### src/rtl/core/target_frame_parser_top_macros.svh
// assertion macros for the target frame parser
// expects clk and rst in the scope of each use
`ifndef TARGET_FRAME_PARSER_TOP_MACROS_SVH
`define TARGET_FRAME_PARSER_TOP_MACROS_SVH

// same-cycle implication
`define TFP_ASSERT_NOW(label, ante, cons) \
  label: assert property (@(posedge clk) disable iff (rst) (ante) |-> (cons)) \
    else $error("target_frame_parser: assertion failed");

// next-cycle implication
`define TFP_ASSERT_NEXT(label, ante, cons) \
  label: assert property (@(posedge clk) disable iff (rst) (ante) |=> (cons)) \
    else $error("target_frame_parser: assertion failed");

`endif

### src/rtl/core/tfp_pkg.sv
// shared widths, frame byte codes and frame position states
// no dependencies
package tfp_pkg;

  localparam int BYTE_W  = 8;
  localparam int COORD_W = 17;

  localparam logic [BYTE_W-1:0] HDR_FIRST  = 8'h26;
  localparam logic [BYTE_W-1:0] HDR_SECOND = 8'h25;
  localparam logic [BYTE_W-1:0] SIGN_MINUS = 8'h2D;

  localparam logic STATUS_OK       = 1'b0;
  localparam logic STATUS_CKSUM_ERR = 1'b1;

  typedef enum logic [8:0] {
    S_IDLE   = 9'b000000001,
    S_HDR2   = 9'b000000010,
    S_X_HI   = 9'b000000100,
    S_X_LO   = 9'b000001000,
    S_X_SIGN = 9'b000010000,
    S_Y_HI   = 9'b000100000,
    S_Y_LO   = 9'b001000000,
    S_Y_SIGN = 9'b010000000,
    S_CKSUM  = 9'b100000000
  } frame_state_t;

endpackage

### src/rtl/core/tfp_if.sv
// valid/ready channel interfaces for received bytes and parsed frames
// depends on tfp_pkg
interface tfp_byte_if import tfp_pkg::*; ();
  logic              valid;
  logic              ready;
  logic [BYTE_W-1:0] rx_byte;

  modport source (output valid, output rx_byte, input ready);
  modport sink   (input valid, input rx_byte, output ready);
endinterface

interface tfp_frame_if import tfp_pkg::*; ();
  logic                      valid;
  logic                      ready;
  logic                      frame_status;
  logic signed [COORD_W-1:0] x_offset;
  logic signed [COORD_W-1:0] y_offset;

  modport source (output valid, output frame_status, output x_offset, output y_offset,
                  input ready);
  modport sink   (input valid, input frame_status, input x_offset, input y_offset,
                  output ready);
endinterface

### src/rtl/core/target_frame_parser_top.sv
// target frame parser: byte-serial parse of the nine-byte target frame
// depends on tfp_pkg, tfp_if and target_frame_parser_top_macros.svh
//
// Takes one received byte per beat and can take a byte in every clock cycle. A frame is
// '&', '%', x high, x low, x sign, y high, y low, y sign and an 8-bit checksum. The
// checksum byte gives one result beat in the cycle after it is accepted: status ok with
// the signed offsets, or status checksum error with both offsets zero. Any other byte
// gives no result; a wrong header byte returns the parser to idle. The result sits in
// an output register; the byte side stalls only while that register holds a result
// that the sink has not taken.
`include "target_frame_parser_top_macros.svh"

module target_frame_parser_top import tfp_pkg::*; (
  input  logic         clk,
  input  logic         rst,
  tfp_byte_if.sink     rx,
  tfp_frame_if.source  result
);

  frame_state_t       state, state_next;
  logic [BYTE_W-1:0]  running_sum, running_sum_next;
  logic [COORD_W-1:0] x_value, x_value_next;
  logic [COORD_W-1:0] y_value, y_value_next;

  logic               out_valid;
  logic               out_status;
  logic [COORD_W-1:0] out_x;
  logic [COORD_W-1:0] out_y;

  logic               rx_fire;
  logic               emit;
  logic               status_next;
  logic [BYTE_W-1:0]  b;

  assign b        = rx.rx_byte;
  assign rx.ready = !out_valid || result.ready;
  assign rx_fire  = rx.valid && rx.ready;

  always_comb begin
    state_next       = state;
    running_sum_next = running_sum;
    x_value_next     = x_value;
    y_value_next     = y_value;
    emit             = 1'b0;
    status_next      = STATUS_OK;
    unique case (state)
      S_IDLE: begin
        state_next = (b == HDR_FIRST) ? S_HDR2 : S_IDLE;
      end
      S_HDR2: begin
        state_next = (b == HDR_SECOND) ? S_X_HI : S_IDLE;
      end
      S_X_HI: begin
        running_sum_next = HDR_FIRST + HDR_SECOND + b;
        x_value_next     = {1'b0, b, {BYTE_W{1'b0}}};
        state_next       = S_X_LO;
      end
      S_X_LO: begin
        running_sum_next = running_sum + b;
        x_value_next     = x_value + COORD_W'(b);
        state_next       = S_X_SIGN;
      end
      S_X_SIGN: begin
        if (b == SIGN_MINUS) begin
          x_value_next = ~x_value + COORD_W'(1);
        end
        running_sum_next = running_sum + b;
        state_next       = S_Y_HI;
      end
      S_Y_HI: begin
        running_sum_next = running_sum + b;
        y_value_next     = {1'b0, b, {BYTE_W{1'b0}}};
        state_next       = S_Y_LO;
      end
      S_Y_LO: begin
        running_sum_next = running_sum + b;
        y_value_next     = y_value + COORD_W'(b);
        state_next       = S_Y_SIGN;
      end
      S_Y_SIGN: begin
        if (b == SIGN_MINUS) begin
          y_value_next = ~y_value + COORD_W'(1);
        end
        running_sum_next = running_sum + b;
        state_next       = S_CKSUM;
      end
      S_CKSUM: begin
        emit = 1'b1;
        if (running_sum != b) begin
          status_next  = STATUS_CKSUM_ERR;
          x_value_next = '0;
          y_value_next = '0;
        end
        state_next = S_IDLE;
      end
      default: begin
        state_next = S_IDLE;
      end
    endcase
  end

  always_ff @(posedge clk) begin
    if (rst) begin
      state       <= S_IDLE;
      running_sum <= '0;
      x_value     <= '0;
      y_value     <= '0;
    end else if (rx_fire) begin
      state       <= state_next;
      running_sum <= running_sum_next;
      x_value     <= x_value_next;
      y_value     <= y_value_next;
    end
  end

  // result register
  always_ff @(posedge clk) begin
    if (rst) begin
      out_valid <= 1'b0;
    end else if (rx_fire && emit) begin
      out_valid <= 1'b1;
    end else if (result.ready) begin
      out_valid <= 1'b0;
    end
  end

  always_ff @(posedge clk) begin
    if (rx_fire && emit) begin
      out_status <= status_next;
      out_x      <= x_value_next;
      out_y      <= y_value_next;
    end
  end

  assign result.valid        = out_valid;
  assign result.frame_status = out_status;
  assign result.x_offset     = $signed(out_x);
  assign result.y_offset     = $signed(out_y);

  `TFP_ASSERT_NOW(a_result_from_cksum, $rose(out_valid), $past(rx_fire && state == S_CKSUM))
  `TFP_ASSERT_NOW(a_err_zero_offsets, out_valid && out_status == STATUS_CKSUM_ERR,
    out_x == '0 && out_y == '0)
  `TFP_ASSERT_NEXT(a_bad_header_idle, rx_fire && state == S_HDR2 && b != HDR_SECOND,
    state == S_IDLE)

endmodule

### src/flat_wrapper.sv
// flat-port wrapper written by rule: the top's interface ports become plain ports
module target_frame_parser_top_flat import tfp_pkg::*;
  (clk, rst, rx_valid, rx_rx_byte, rx_ready, result_valid, result_frame_status, result_x_offset, result_y_offset, result_ready);
  tfp_byte_if rx_i ();
  tfp_frame_if result_i ();
  input  logic clk;
  input  logic rst;
  input wire logic [$bits(rx_i.valid)-1:0] rx_valid;
  input wire logic [$bits(rx_i.rx_byte)-1:0] rx_rx_byte;
  output wire logic [$bits(rx_i.ready)-1:0] rx_ready;
  output wire logic [$bits(result_i.valid)-1:0] result_valid;
  output wire logic [$bits(result_i.frame_status)-1:0] result_frame_status;
  output wire logic [$bits(result_i.x_offset)-1:0] result_x_offset;
  output wire logic [$bits(result_i.y_offset)-1:0] result_y_offset;
  input wire logic [$bits(result_i.ready)-1:0] result_ready;
  assign rx_i.valid = rx_valid;
  assign rx_i.rx_byte = rx_rx_byte;
  assign rx_ready = rx_i.ready;
  assign result_valid = result_i.valid;
  assign result_frame_status = result_i.frame_status;
  assign result_x_offset = result_i.x_offset;
  assign result_y_offset = result_i.y_offset;
  assign result_i.ready = result_ready;
  target_frame_parser_top u_core (.clk(clk), .rst(rst), .rx(rx_i), .result(result_i));
endmodule
### config.mk
export PLATFORM = sky130hd
export DESIGN_NAME = target_frame_parser_top_flat
export DESIGN_NICKNAME = d
export VERILOG_FILES = /design/src/rtl/core/tfp_pkg.sv /design/src/rtl/core/tfp_if.sv /design/src/rtl/core/target_frame_parser_top.sv /design/src/flat_wrapper.sv
export VERILOG_INCLUDE_DIRS = /design/src /design/src/rtl/core
export SDC_FILE = /design/constraint.sdc
export NUM_CORES = 1
export LEC_CHECK = 0
export ABC_AREA = 1
export CORE_UTILIZATION = 35
export CTS_CLUSTER_SIZE = 10
export DETAILED_ROUTE_END_ITERATION = 8
export DONT_BUFFER_PORTS = 1
export PLACE_DENSITY = 0.52
export SETUP_SLACK_MARGIN = 0.3
export SLEW_MARGIN = 40
export SYNTH_ARGS = -nofsm -noshare
export SYNTH_HDL_FRONTEND = slang
export SYNTH_SLANG_ARGS = --single-unit
### constraint.sdc
create_clock -name clk -period 4.6 [get_ports clk]
set_input_delay 0.92 -clock clk [delete_from_list [all_inputs] [get_ports clk]]
set_output_delay 0.92 -clock clk [all_outputs]
set_load 0.005 [all_outputs]
==> results.yml <==
synthesis:
  synthesis.area_um2: 7170
  synth_cell_type_count: 42
  synth.most_common_cell: "nand2_1"
  syn_nets: 1200
  ys_top_cells_by_area: "nand2_1, edfxtp_1, dfxtp_1"
  syn_inst: 1160
  async_flop_share: 0
  yosys_warnings: 0
  synth_top_area_share: 0.175
  ys_seq_elements: 87
  synth-edff-count: 35
  synth_common_cells: "nand2_1, inv_1, nand3_1"
  synth-seq-area-share: 0.292
  synth.avg_cell_area_um2: 6.18
  synthFlopType: "dfxtp_1"
  yosys.area.top_type: "nand2_1"
cts:
  cts_resized: 0
  clk_pin_slew_ps: 60
  clock_sinks: 87
  cts.hold.buffers_added: 0
  cts_setup_buffers: 0
  clock_path_buffers: 2
  tritoncts: "yes"
  h-tree-depth: 3
  clock_latency_ps: 350
  cts_inserted_buffers: 9
  cts_root_buf: "clkbuf_16"
grt:
  track_usage: 0.229
  grt_max_degree: 36
  grt_first_pass_wirelength_um: 37900
  grt_pass1_vias: 6700
  grt.overflow.total: 0
  antenna_found_initial: 0
sta:
  tightest_slew_ps: 749
  finalSetupViolations: 0
  period_needed_ps: 3080
  grt_setup_unrepaired: "no"
  skew_ps: 9.71
  finalHoldViolCount: 0
  finalCritPeriodShare: 0.670
  fmax_ghz: 0.325
  setup_tns_ps: 0
  relSlewSlack: 0.499
  drv_slew: 0
worst_setup_path:
  crit_path_frequent_cell: "nor2_1"
  cp.arrival_ps: 3320
  cp-start-kind: "register"
  cpMaxStageDelayCell: "nor2_2"
  worstSetupStartpoint: "u_core.state[2]$_SDFFE_PP0P_"
  critPathCaptureType: "register"
  cp_max_fo: 13
  critPathTopFamily: "simple AND/OR/NAND/NOR gates"
  crit_buf_inv: 0
  timing.rr.start: "u_core.state[2]$_SDFFE_PP0P_"
  crit_chain: "nor2_2, nand2_4, nor2_2, nor2_4, nand2_1, nand2_1, ha_1, nand2_1, o21ai_0, a21oi_1, nor2_1, nor2_1, xor2_1, nor2_1, nor2_1"
  worst_ep_required_time_ps: 4840
  worst-setup-path-type: "reg -> reg"
  ff2ff_setup_slack_ps: 1520
  critPathMaxStageDelay_ps: 620
die:
  coreArea_um2: 19800
  row_count: 51
  ios: 49
  die_y_um: 145
  initial_core_util: 0.362
  dieWidth_um: 145
  die_area_um2: 21000
cells_and_area:
  drive_gt1_frac: 0.0591
  layout.nets: 1185
  area_growth_pct: 7.14
  seqCellArea_um2: 2090
  fill_cells: 2210
  postLayoutCoreUtil: 0.388
  finalNonFillerCells: 1415
  num_antenna_cells: 0
  multi_input_area_um2: 4310
worst_hold_path:
  hold_start: "u_core.running_sum[5]$_SDFFE_PP0P_"
  hold_path_class: "reg -> reg"
detailed_routing:
  wirelength_um: 23600
  ant_nets: 0
  routedWlPerCell_um: 16.7
  viasPerCell: 5.20
  drc: 0
  via_count: 7354
  dr.pass1.iters: 6
  drt_iter0_markers: 625
pwr:
  p_per_area_nw_per_um2: 265
  leakagePower_uw: 0.00369
  vdd_drop_max_v: 0.000180
placed_design:
  globalplace.congestion: 0.866
  place.detailed.hpwl_um: 17700
  dp_cells: 1399
  portBuffers: 0
status:
  status: "complete, no violations"
flow_run:
  drv_cap: 0
-- per-stage QoR --
stage          hold WS [ps]  area (um2)  total power (uW)  worst slack (ps)
6_report                481        7680              2030              1520
5_1_grt                 509        7680              2150              1180
4_1_cts                 479        7680              2050              1540
3_5_place_dp            469        7390              1300              1550
3_3_place_gp            466        7390              1300              1580
2_1_floorplan           457        7170              1190              1200
-- final timing paths --
check | to | cells after the start
setup reg to reg | u_core.running_sum[6]$_SDFFE_PP0P_ | 15
hold / removal | u_core.running_sum[5]$_SDFFE_PP0P_ | 2
hold reg to reg | u_core.running_sum[5]$_SDFFE_PP0P_ | 2
setup / recovery | u_core.running_sum[6]$_SDFFE_PP0P_ | 15
-- where the power goes --
part	internal, uW	total [uW]	leakage (uW)	switching, uW
sequential	831	880	0.000749	48.3
combinational	130	406	0.00280	276
clock	436	747	0.000139	312
total	1400	2030	0.00369	636
-- registers in the layout, indices dropped and copies added, names as in the netlist --
signal	count
u_core.result.frame_status	1
u_core.result.valid	1
u_core.result.x_offset	17
u_core.result.y_offset	17
u_core.running_sum	8
u_core.state	9
u_core.x_value	17
u_core.y_value	17
-- logic make-up after synthesis --
group / share of synthesized area
AO/OA/AOI/OAI: 0.101
AND/OR/NAND/NOR: 0.431
flip-flops: 0.292
XOR/XNOR: 0.0159
buffers and inverters: 0.108
adder cells (fa/ha/maj): 0.0520
-- layout make-up --
cell class,count,share of cell area
sequential,87,0.272
inverter,166,0.0816
clock inverter,2,0.00440
multi-input combinational,877,0.561
timing repair buffer,4,0.00391
clock buffer,14,0.0331
tap,265,0.0432
-- layout by cell type (no fill, tap or decap), types with 2 or more instances in the layout --
cell type  instances
o211ai_1           3
inv_1            154
nand3_2            3
nand4_1           25
o21ai_2            2
and3_1             3
or2_2              7
nor2_4             8
inv_2             10
a21oi_1           68
edfxtp_1          35
dfxtp_1           52
clkbuf_1           4
xnor2_1            6
o21ai_1           12
o21ai_0           46
nor2_2             7
nor3_2             2
fa_1               3
nand3_1          155
nand2_4            6
a31oi_1            2
ha_1              25
xor2_1             7
clkbuf_16          9
nor3_1             9
nand2_2            5
nand2_1          335
buf_4              4
nor2_1           130
-- layer usage --
metal | share of wire | wire length [um] | vias to the layer above | track usage
li1 | - | - | 3735 | -
met1 | 0.51 | 11900 | 3343 | 0.345
met2 | 0.41 | 9570 | 250 | 0.328
met3 | 0.074 | 1750 | 26 | 0.0393
met4 | 0.014 | 337 | 0 | 0.0642
met5 | 0 | 0 | - | 0
-- worst reg2reg max path: cells and delay by family (launching register included) --
family,cells,cell delay (ps)
flops,1,340
compound gates,2,370
simple gates,11,1790
xor+xnor,1,130
fa+ha+maj,1,370
No activity file was read; power rests on OpenSTA's default activity.
